--- config.mk ---
export PLATFORM = sky130hd
export DESIGN_NAME = swtd_scan
export DESIGN_NICKNAME = d
export VERILOG_FILES = /design/src/sv/swtd_pkg.sv /design/src/sv/swtd_scan.sv
export SDC_FILE = /design/constraint.sdc
export NUM_CORES = 1
export LEC_CHECK = 0
export BUFFER_PORTS_ARGS = -buffer_cell sky130_fd_sc_hd__buf_2
export CAP_MARGIN = 20
export CORE_ASPECT_RATIO = 2
export CORE_MARGIN = 10
export CORE_UTILIZATION = 24
export DETAILED_ROUTE_END_ITERATION = 10
export PLACE_DENSITY = 0.44
export SYNTH_ARGS = -nofsm -noshare
export SYNTH_HDL_FRONTEND = slang
export SYNTH_SLANG_ARGS = --single-unit
--- constraint.sdc ---
create_clock -name clk -period 16.1 [get_ports clk]
set_clock_uncertainty 0.2 [all_clocks]
set_input_delay 2.415 -clock clk [delete_from_list [all_inputs] [get_ports clk]]
set_output_delay 2.415 -clock clk [all_outputs]
set_load 0.01 [all_outputs]
--- src/sv/swtd_pkg.sv ---
// ----------------------------------------------------------------------------
// Sphere window density: package
// Item types, configuration bundle, register indexes and shared constants.
// ----------------------------------------------------------------------------
package swtd_pkg;

    localparam int MAX_EXTENT_DEF = 32;
    localparam int MAX_RADIUS_DEF = 15;

    localparam int POS_W      = 5;
    localparam int VOXEL_W    = 16;
    localparam int COUNT_W    = 15;
    localparam int EXT_W      = 6;
    localparam int RAD_W      = 4;
    localparam int CFG_IDX_W  = 3;
    localparam int CFG_DATA_W = 16;

    // present when above * PRESENT_RATIO > inside (above exceeds one fifth)
    localparam int PRESENT_RATIO = 5;

    localparam logic OP_WRITE = 1'b0;
    localparam logic OP_QUERY = 1'b1;

    localparam logic [CFG_IDX_W-1:0] REG_EXTENT_X  = 3'd0;
    localparam logic [CFG_IDX_W-1:0] REG_EXTENT_Y  = 3'd1;
    localparam logic [CFG_IDX_W-1:0] REG_EXTENT_Z  = 3'd2;
    localparam logic [CFG_IDX_W-1:0] REG_RADIUS    = 3'd3;
    localparam logic [CFG_IDX_W-1:0] REG_THRESHOLD = 3'd4;

    localparam logic [EXT_W-1:0]   EXTENT_RST    = 6'd32;
    localparam logic [RAD_W-1:0]   RADIUS_RST    = 4'd4;
    localparam logic [VOXEL_W-1:0] THRESHOLD_RST = 16'd13107;

    typedef struct packed {
        logic               operation;
        logic [POS_W-1:0]   pos_x;
        logic [POS_W-1:0]   pos_y;
        logic [POS_W-1:0]   pos_z;
        logic [VOXEL_W-1:0] voxel_value;
    } in_item_t;

    typedef struct packed {
        logic               present;
        logic [COUNT_W-1:0] inside_count;
        logic [COUNT_W-1:0] above_count;
    } out_item_t;

    typedef struct packed {
        logic [EXT_W-1:0]   extent_x;
        logic [EXT_W-1:0]   extent_y;
        logic [EXT_W-1:0]   extent_z;
        logic [RAD_W-1:0]   window_radius;
        logic [VOXEL_W-1:0] level_threshold;
    } cfg_t;

    typedef enum logic [1:0] {
        ST_IDLE,
        ST_SCAN,
        ST_FLUSH
    } state_t;

endpackage

--- src/sv/swtd_scan.sv ---
// ----------------------------------------------------------------------------
// Sphere window density: window scanner
// Walks the (2r+1)^3 cube one position a cycle, reads in-sphere voxels from
// the store and counts inside and above-threshold voxels.
// ----------------------------------------------------------------------------
module swtd_scan #(
    parameter int MAX_EXTENT = swtd_pkg::MAX_EXTENT_DEF,
    parameter int MAX_RADIUS = swtd_pkg::MAX_RADIUS_DEF
) (
    input  logic                                clk,
    input  logic                                rst_n,
    input  swtd_pkg::cfg_t                      cfg,
    input  logic                                launch,
    input  logic [swtd_pkg::POS_W-1:0]          center_x,
    input  logic [swtd_pkg::POS_W-1:0]          center_y,
    input  logic [swtd_pkg::POS_W-1:0]          center_z,
    output logic                                busy,
    output logic                                rd_en,
    output logic [3*$clog2(MAX_EXTENT)-1:0]     rd_addr,
    input  logic [swtd_pkg::VOXEL_W-1:0]        rd_data,
    output logic                                done,
    output swtd_pkg::out_item_t                 result
);

    localparam int AW    = $clog2(MAX_EXTENT);
    localparam int EW    = $clog2(MAX_EXTENT + 1);
    localparam int MW    = $clog2(MAX_RADIUS + 1);
    localparam int OFS_W = MW + 1;
    localparam int CW    = swtd_pkg::POS_W + 1;
    localparam int SUM_W = ((OFS_W > CW) ? OFS_W : CW) + 1;
    localparam int XW    = (SUM_W > EW + 1) ? SUM_W : EW + 1;
    localparam int LW    = (EW > swtd_pkg::EXT_W) ? EW : swtd_pkg::EXT_W;
    localparam int RW    = (MW > swtd_pkg::RAD_W) ? MW : swtd_pkg::RAD_W;
    localparam int R2_W  = 2 * MW;
    localparam int SQ_W  = 2 * MW + 2;
    localparam int CNT_W = $clog2((2 * MAX_RADIUS + 1) ** 3 + 1);
    localparam int PR_W  = CNT_W + 3;

    localparam logic signed [OFS_W-1:0] ONE_S = 1;

    swtd_pkg::state_t state_reg, state_next;

    logic [swtd_pkg::POS_W-1:0] cx_reg, cx_next;
    logic [swtd_pkg::POS_W-1:0] cy_reg, cy_next;
    logic [swtd_pkg::POS_W-1:0] cz_reg, cz_next;
    logic [MW-1:0]              r_reg, r_next;
    logic [R2_W-1:0]            r2_reg, r2_next;
    logic signed [OFS_W-1:0]    dx_reg, dx_next;
    logic signed [OFS_W-1:0]    dy_reg, dy_next;
    logic signed [OFS_W-1:0]    dz_reg, dz_next;
    logic                       hit_reg, hit_next;
    logic [CNT_W-1:0]           inside_reg, inside_next;
    logic [CNT_W-1:0]           above_reg, above_next;
    logic                       done_reg, done_next;
    swtd_pkg::out_item_t        result_reg, result_next;

    logic [RW-1:0]           radius_ext;
    logic [MW-1:0]           r_eff;
    logic signed [OFS_W-1:0] pos_r;
    logic signed [OFS_W-1:0] neg_r;
    logic [EW-1:0]           ex_x, ex_y, ex_z;
    logic signed [XW-1:0]    crd_x, crd_y, crd_z;
    logic                    in_range;
    logic [SQ_W-1:0]         dist2;
    logic                    hit_now;
    logic                    last_pos;
    logic [CNT_W-1:0]        inside_acc;
    logic [CNT_W-1:0]        above_acc;

    function automatic logic [EW-1:0] clamp_ext(input logic [swtd_pkg::EXT_W-1:0] e);
        logic [LW-1:0] e_l;
        e_l = LW'(e);
        return (e_l > LW'(MAX_EXTENT)) ? EW'(MAX_EXTENT) : EW'(e_l);
    endfunction

    function automatic logic [MW-1:0] mag(input logic signed [OFS_W-1:0] d);
        logic signed [OFS_W-1:0] n;
        n = -d;
        return d[OFS_W-1] ? MW'(n) : MW'(d);
    endfunction

    function automatic logic in_axis(input logic signed [XW-1:0] c, input logic [EW-1:0] e);
        return !c[XW-1] && ($unsigned(c) < XW'(e));
    endfunction

    // ---- datapath helpers ----
    always_comb
    begin
        radius_ext = RW'(cfg.window_radius);
        r_eff      = (radius_ext > RW'(MAX_RADIUS)) ? MW'(MAX_RADIUS) : MW'(radius_ext);
        pos_r      = $signed({1'b0, r_reg});
        neg_r      = -pos_r;

        ex_x = clamp_ext(cfg.extent_x);
        ex_y = clamp_ext(cfg.extent_y);
        ex_z = clamp_ext(cfg.extent_z);

        crd_x = XW'($signed({1'b0, cx_reg})) + XW'(dx_reg);
        crd_y = XW'($signed({1'b0, cy_reg})) + XW'(dy_reg);
        crd_z = XW'($signed({1'b0, cz_reg})) + XW'(dz_reg);

        in_range = in_axis(crd_x, ex_x) && in_axis(crd_y, ex_y) && in_axis(crd_z, ex_z);

        dist2 = SQ_W'(mag(dx_reg)) * SQ_W'(mag(dx_reg))
              + SQ_W'(mag(dy_reg)) * SQ_W'(mag(dy_reg))
              + SQ_W'(mag(dz_reg)) * SQ_W'(mag(dz_reg));

        hit_now  = in_range && (dist2 <= SQ_W'(r2_reg));
        last_pos = (dx_reg == pos_r) && (dy_reg == pos_r) && (dz_reg == pos_r);

        // read data lands in the cycle after the request, tagged by hit_reg
        inside_acc = inside_reg + CNT_W'(hit_reg);
        above_acc  = above_reg + CNT_W'(hit_reg && (rd_data > cfg.level_threshold));
    end

    // ---- next state ----
    always_comb
    begin
        state_next = state_reg;
        case (state_reg)
            swtd_pkg::ST_IDLE:
            begin
                if (launch)
                begin
                    state_next = swtd_pkg::ST_SCAN;
                end
            end
            swtd_pkg::ST_SCAN:
            begin
                if (last_pos)
                begin
                    state_next = swtd_pkg::ST_FLUSH;
                end
            end
            swtd_pkg::ST_FLUSH:
            begin
                state_next = swtd_pkg::ST_IDLE;
            end
            default:
            begin
                state_next = swtd_pkg::ST_IDLE;
            end
        endcase
    end

    // ---- outputs ----
    always_comb
    begin
        busy  = (state_reg != swtd_pkg::ST_IDLE);
        rd_en = (state_reg == swtd_pkg::ST_SCAN) && hit_now;
    end

    assign rd_addr = {AW'(crd_x), AW'(crd_y), AW'(crd_z)};
    assign done    = done_reg;
    assign result  = result_reg;

    // ---- counters and accumulators ----
    always_comb
    begin
        cx_next     = cx_reg;
        cy_next     = cy_reg;
        cz_next     = cz_reg;
        r_next      = r_reg;
        r2_next     = r2_reg;
        dx_next     = dx_reg;
        dy_next     = dy_reg;
        dz_next     = dz_reg;
        hit_next    = 1'b0;
        inside_next = inside_reg;
        above_next  = above_reg;
        done_next   = 1'b0;
        result_next = result_reg;

        case (state_reg)
            swtd_pkg::ST_IDLE:
            begin
                if (launch)
                begin
                    cx_next     = center_x;
                    cy_next     = center_y;
                    cz_next     = center_z;
                    r_next      = r_eff;
                    r2_next     = R2_W'(r_eff) * R2_W'(r_eff);
                    dx_next     = -$signed({1'b0, r_eff});
                    dy_next     = -$signed({1'b0, r_eff});
                    dz_next     = -$signed({1'b0, r_eff});
                    inside_next = '0;
                    above_next  = '0;
                end
            end
            swtd_pkg::ST_SCAN:
            begin
                inside_next = inside_acc;
                above_next  = above_acc;
                hit_next    = hit_now;
                // z runs fastest, then y, then x
                if (dz_reg == pos_r)
                begin
                    dz_next = neg_r;
                    if (dy_reg == pos_r)
                    begin
                        dy_next = neg_r;
                        dx_next = dx_reg + ONE_S;
                    end
                    else
                    begin
                        dy_next = dy_reg + ONE_S;
                    end
                end
                else
                begin
                    dz_next = dz_reg + ONE_S;
                end
            end
            swtd_pkg::ST_FLUSH:
            begin
                inside_next              = inside_acc;
                above_next               = above_acc;
                done_next                = 1'b1;
                result_next.present      = (PR_W'(above_acc) * PR_W'(swtd_pkg::PRESENT_RATIO))
                                           > PR_W'(inside_acc);
                result_next.inside_count = swtd_pkg::COUNT_W'(inside_acc);
                result_next.above_count  = swtd_pkg::COUNT_W'(above_acc);
            end
            default:
            begin
            end
        endcase
    end

    always_ff @(posedge clk or negedge rst_n)
    begin
        if (!rst_n)
        begin
            state_reg <= swtd_pkg::ST_IDLE;
            hit_reg   <= 1'b0;
            done_reg  <= 1'b0;
        end
        else
        begin
            state_reg <= state_next;
            hit_reg   <= hit_next;
            done_reg  <= done_next;
        end
    end

    always_ff @(posedge clk)
    begin
        cx_reg     <= cx_next;
        cy_reg     <= cy_next;
        cz_reg     <= cz_next;
        r_reg      <= r_next;
        r2_reg     <= r2_next;
        dx_reg     <= dx_next;
        dy_reg     <= dy_next;
        dz_reg     <= dz_next;
        inside_reg <= inside_next;
        above_reg  <= above_next;
        result_reg <= result_next;
    end

endmodule

==> results.md, run 1 <==
* Placed inst area at 0.0101 mm²
* Number of core rows at 100
* Synth Instances at 890
* CTS resizes at 0
* Area of the mapped netlist at 0.00895 mm²
* Post-synth EDFFs at 101
* DR vias at 6,639
* Mapped Nets at 1,129
* Yosys warning total at 0
* Longest Clk Path Bufs at 2
* Crit start category: flop
* Vias in the first global route at 7,254
* Clk root buf: clkbuf_16
* Design area at 0.0104 mm²
* Core box area at 0.0370 mm²
* Hold Buf Count CTS at 0
* Minimum clock period at 9.70 ns
* CTS tree: built
* Largest net degree at the start of global routing at 33
* DRT Pass-1 Iters at 4
* Worst hold path class: flop to flop
* Setup TNS Final at 0 ns
* Max FFs per register at 31
* I/O Pins at 121
* Layout cell share with drive strength beyond 1 at 14.6%
* Fillers at 3,893
* Postcts setup bufs at 0
* GRT Overall Usage at 11.7%
* Die Ht at 293 µm
* CP max FO at 9
* Dpl hpwl at 22.4 mm
* Clk Latency, worst-skew pair at 0.37 ns
* Worst Path Required at 13.49 ns
* Status: complete, no violations
* Max Freq at 103 MHz
* Drt total wl at 26.2 mm
* Final slew viol count at 0
* Antenna-violating nets left at 0
* H-tree depth at 3
* Max_slew headroom at 38.1%
* Die Footprint at 0.0459 mm²
* Worst Tran Pin Value at 0.928 ns
* Post-Place Worst Slack at 6.63 ns
* Clock Sinks at 105
* Setup ws final at 6.40 ns
* RSZ-0062 raised after global routing: no
* Initial antenna violation count at 1
* Setup violators final at 0
* Flops & latches, synth at 105
* Final period util at 60.3%
* First-pass GRT wire length at 40.1 mm
* Yosys cell types at 56
* Synth Flop Type: edfxtp_1
* Final Util at 28.0%
* Endpoints failing hold at 0
* Flop-to-flop setup slack at 9.25 ns
* Register area share after synthesis at 35.0%
* Max-cap violations at 0
* Area grow syn2layout at 16.1%
* TritonCTS buffer count at 9
* Via density at 4.52
* DR iter-0 viols at 198
* Post-synth ARST share at 3.81%
* WL/cell at 17.8 µm
* Number of remaining DRC errors at 0
* Starting Density at 24.2%
* CTS clk-pin slew, worst paths at 0.07 ns
* Buffers added on ports at 120
* # diodes at 0
* Crit Path Class: flop to output port
* Crit. End Element: output port
* Final nets at 1,245
* Syn avg cell area at 10.1 µm²
* Chip Width at 157 µm
* Critical path arrival at 7.09 ns
* RePlAce Congestion at 0.830
* Total grt overflow at 0
## kinds of logic (layout without fill, tap and decap cells)
group	Yosys count	in the layout	share of synthesized area, %
AO/OA/AOI/OAI	152	152	10.5
XOR/XNOR	89	89	8.80
adder cells (fa/ha/maj)	167	167	25.7
buffers and inverters	137	258	5.78
flip-flops	105	105	35.0
multiplexers	5	5	0.587
AND/OR/NAND/NOR	235	235	13.6
## cell usage after synthesis, types with 16 or more instances
master	n	area [µm²]
xor2_1	42	368
a21oi_1	49	245
xnor2_1	46	403
a21o_1	20	150
inv_1	117	439
and2_1	27	169
o21ai_0	37	185
nor2_1	50	188
clkbuf_1	18	67.6
nand3_1	27	135
nor2b_1	26	163
edfxtp_1	101	3030
nand2_1	53	199
fa_1	28	561
ha_1	139	1740
nand4_1	16	100
## through the flow
step / hold WS (ns) / instances
detailed placement: 0.370 / 1454
CTS: 0.395 / 1470
global placement: 0.372 / 1454
floorplan: 0.316 / 890
finish: 0.389 / 1470
global route: 0.433 / 1470
## final timing paths
check                                         start                       end  cells past startpoint
max in group asynchronous                     rst_n         hit_reg$_DFF_PN0_                      1
min in group asynchronous                     rst_n            done$_DFF_PN0_                      1
max                             dz_reg[0]$_DFFE_PP_                     rd_en                     24
max reg2reg                     dz_reg[0]$_DFFE_PP_         hit_reg$_DFF_PN0_                     23
min reg2reg                state_reg[0]$_DFFE_PN0P_  state_reg[0]$_DFFE_PN0P_                      2
min                        state_reg[0]$_DFFE_PN0P_  state_reg[0]$_DFFE_PN0P_                      2
## critical path: stages (launching register included)
cell	delay [ns]
edfxtp_1	0.61
inv_1	0.20
ha_1	0.34
nand2_1	0.05
o21a_1	0.17
nor2_1	0.26
fa_1	0.46
inv_1	0.09
fa_1	0.44
fa_1	0.53
fa_1	0.55
inv_1	0.06
fa_1	0.42
ha_1	0.33
a31oi_1	0.23
o21bai_1	0.11
a21oi_1	0.19
xnor2_1	0.10
ha_1	0.21
nor3_1	0.18
o21ai_0	0.13
a21oi_1	0.14
a311o_1	0.14
nor4bb_1	0.51
buf_2	0.25
## metal layers
metal  up-vias  wire (µm)  GRT usage [%]
li1       3308          -              -
met1      3191       7660           8.98
met2        95      16700           25.4
met3        43        680           1.85
met4         2       1130           6.17
met5         -         13              0
## cell type report
cell class	instances	area (µm²)	area share [%]
Multi-Input combinational cell	648	5300	51.0
Sequential cell	105	3130	30.2
Timing Repair Buffer	125	638	6.15
Tap cell	459	574	5.53
Inverter	117	439	4.23
Clock buffer	10	229	2.21
Clock inverter	6	70.1	0.675
## cells in the final DEF (no fill, tap or decap), types with 4 or more instances in the layout
cell type,n
xor2_1,42
and2_1,27
nor3_1,10
edfxtp_1,101
a31oi_1,6
buf_4,5
and3_1,4
a21oi_1,49
clkbuf_16,9
o31ai_1,5
a211oi_1,5
nor2b_1,26
nand2b_1,7
nor2_1,50
nand4_1,16
xnor2_1,46
buf_2,120
fa_1,28
nand2_1,53
dfrtp_1,4
a21o_1,20
inv_1,117
ha_1,138
o211ai_1,5
o21ai_0,37
o21a_1,4
nand3_1,27
o21bai_1,5
Power of run 1 is not shown: default switching activity piles up to over one toggle a cycle in this logic, so the estimate is an artifact.
==> run 2, diff against run 1 <==
--- a/config.mk
+++ b/config.mk
@@ -5,6 +5,7 @@
 export SDC_FILE = /design/constraint.sdc
 export NUM_CORES = 1
 export LEC_CHECK = 0
+export ABC_AREA = 1
 export BUFFER_PORTS_ARGS = -buffer_cell sky130_fd_sc_hd__buf_2
 export CAP_MARGIN = 20
 export CORE_ASPECT_RATIO = 2
==> constraint.sdc (replaced) <==
create_clock -name clk -period 9.6 [get_ports clk]
set_clock_uncertainty 0.2 [all_clocks]
set_input_delay 1.44 -clock clk [delete_from_list [all_inputs] [get_ports clk]]
set_output_delay 1.44 -clock clk [all_outputs]
set_load 0.01 [all_outputs]
==> results.md, run 2 <==
* Dpl hpwl at 24.2 mm (+8.1%)
* Synth top cells by count: nand2_1, inv_1, ha_1
* Chip Width at 159 µm (+1.6%)
* Top cells by area, synth: edfxtp_1, ha_1, nand2_1
* CP max FO at 9 (unchanged)
* Core box area at 0.0380 mm² (+2.7%)
* Final period util at 86.9%
* Area of the mapped netlist at 0.00928 mm² (+3.7%)
* Total grt overflow at 0 (unchanged)
* Longest Clk Path Bufs at 2 (unchanged)
* CTS tree: built
* DRT Pass-1 Iters at 5 (+1)
* Minimum clock period at 8.34 ns
* # diodes at 0 (unchanged)
* Number of core rows at 101 (+1.0%)
* Register area share after synthesis at 33.8% (-1.3 points)
* Post-synth top area share at 32.7% (-1.2 points)
* CP max-delay cell: edfxtp_1
* Die Ht at 298 µm (+1.7%)
* Post-synth ARST share at 3.81% (unchanged)
* Syn avg cell area at 8.33 µm² (-17%)
* Endpoints failing hold at 0 (unchanged)
* Max FFs per register at 31 (unchanged)
* Postcts setup bufs at 0 (unchanged)
* Max Freq at 120 MHz
* Clock Sinks at 105 (unchanged)
* Area grow syn2layout at 16.7%
* Max incr delay on CP at 0.58 ns (-0.03 ns)
* Setup violators final at 0 (unchanged)
* Final nets at 1,479 (+19%)
* Fillers at 4,120 (+5.8%)
* Flop-to-flop setup slack at 3.17 ns (-6.08 ns)
* Most common cell after layout, fill and taps aside: nand2_1
* Crit Path Class: flop to output port
* Worst hold path class: flop to flop
* Worst Tran Pin Value at 0.999 ns (+0.0710 ns)
* RePlAce Congestion at 0.878 (+5.8%)
* Critical path arrival at 6.70 ns (-0.39 ns)
* R2R Path Start: dz_reg[0]$_DFFE_PP_
* Area leader, netlist: edfxtp_1
* Yosys cell types at 35 (-38%)
* GRT Overall Usage at 12.1% (+0.39 points)
* Worst Path Required at 7.96 ns (-5.53 ns)
* Post-synth EDFFs at 101 (unchanged)
* Largest net degree at the start of global routing at 33 (unchanged)
* Clk root buf: clkbuf_16
* Drt total wl at 28.3 mm (+8.2%)
* Cells after DPL at 1,744 (+20%)
* CTS resizes at 0 (unchanged)
* Layout cell share with drive strength beyond 1 at 13.3% (-1.4 points)
* Yosys warning total at 0 (unchanged)
* First-pass GRT wire length at 43.7 mm (+9.0%)
* Most frequent cell after synthesis: nand2_1
* Synth Instances at 1,114 (+25%)
* Via density at 4.26 (-5.7%)
* Max_slew headroom at 33.4% (-4.7 points)
* Commonest non-fill, non-tap cells in the layout: nand2_1, inv_1, ha_1
* Die Footprint at 0.0474 mm² (+3.3%)
* Cell mode on critical path: nand2_1
* Worst Setup SP: dz_reg[0]$_DFFE_PP_
* Clk Latency, worst-skew pair at 0.38 ns (about the same)
* Crit. End Element: output port
* Vias in the first global route at 7,856 (+8.3%)
* DR iter-0 viols at 283 (+43%)
* Hold Buf Count CTS at 0 (unchanged)
* Buffers added on ports at 120 (unchanged)
* Hold Path End: state_reg[0]$_DFFE_PN0P_
* Hold path startpoint: state_reg[0]$_DFFE_PN0P_
* WL/cell at 16.1 µm (-9.6%)
* Flops & latches, synth at 105 (unchanged)
* DR vias at 7,497 (+13%)
* Hold Crit Depth at 2 (unchanged)
* Crit start category: flop
* I/O Pins at 121 (unchanged)
* Worst R2R Path Depth at 29 (+26%)
* Setup TNS Final at 0 ns (unchanged)
* Worst R2R End: hit_reg$_DFF_PN0_
* H-tree depth at 3 (unchanged)
* TritonCTS buffer count at 9 (unchanged)
* Synth Flop Type: edfxtp_1
* Final slew viol count at 0 (unchanged)
* Mapped Nets at 1,353 (+20%)
* Max-cap violations at 0 (unchanged)
* Number of remaining DRC errors at 0 (unchanged)
* Antenna-violating nets left at 0 (unchanged)
* Status: complete, no violations
* Layout Cells excl Fill at 1,760 (+20%)
* Starting Density at 24.4% (+0.24 points)
* Initial antenna violation count at 0 (-1)
* RSZ-0062 raised after global routing: no
* CTS clk-pin slew, worst paths at 0.08 ns (about the same)
run 2: changes by cell type in the layout (fill, tap and decap cells not counted), sizes merged, moves of 5 or more:
cell and delta:
nand2 +191, nor2 +68, a21o -17, nor2b -26, xnor2 -32, o31ai -5
a211oi -5, nand3 +24, nand2b -7, inv +103, and2 -26
run 2: logic make-up (layout without fill, tap and decap cells):
logic type | after synthesis | in the layout | share of synthesized area [%]
buffers and inverters | 226 | 357 | 9.20
adders and majority gates | 167 | 167 | 24.8
and+or+nand+nor | 448 | 448 | 20.3
AOI/OAI and AO/OA | 112 | 112 | 6.61
DFF | 105 | 105 | 33.8
xor gates and xnor gates | 56 | 56 | 5.37
run 2: layout make-up:
| class | instances | area [µm²] | area share (%) |
|---|---|---|---|
| well taps | 515 | 644 | 5.95 |
| repair buffers | 124 | 631 | 5.82 |
| flip-flops and latches | 105 | 3130 | 28.9 |
| clock buffers | 9 | 225 | 2.08 |
| inverters | 217 | 815 | 7.52 |
| multi-input cells | 783 | 5300 | 48.9 |
| clock inverters | 7 | 81.3 | 0.751 |
run 2: worst max-delay path by stage:
stage                  to  slack [ns]
detailed placement  rd_en        1.68
finish              rd_en        1.26
global placement    rd_en        1.80
CTS                 rd_en        1.25
floorplan           rd_en        2.47
global route        rd_en        0.78
run 2: critical path, delay by kind of cell (launching register included):
family	cells	cell delay, ns
simple gates	12	1.12
xor+xnor	1	0.16
flops	1	0.58
compound gates	2	0.27
fa+ha+maj	8	3.46
buf+inv	7	0.75
run 2: metal layers:
layer	share of wire [%]	routed length (µm)	vias up	track usage (%)
li1	-	-	3850	-
met1	33	9470	3525	10.5
met2	62	17500	95	26.0
met3	2.5	697	27	1.86
met4	2.4	669	0	4.22
met5	0	0	-	0
run 2: through the flow:
step / cell area (µm²) / hold slack [ns] / utilization (%) / setup slack, ns
after floorplan: 9280 / 0.287 / - / 2.47
after global placement: 10500 / 0.319 / 27.7 / 1.80
after detailed placement: 10500 / 0.321 / 27.7 / 1.68
after CTS: 10800 / 0.339 / 28.5 / 1.25
after global routing: 10800 / 0.383 / 28.5 / 0.779
final: 10800 / 0.331 / 28.5 / 1.26
Power of run 2 is left out for the same reason.
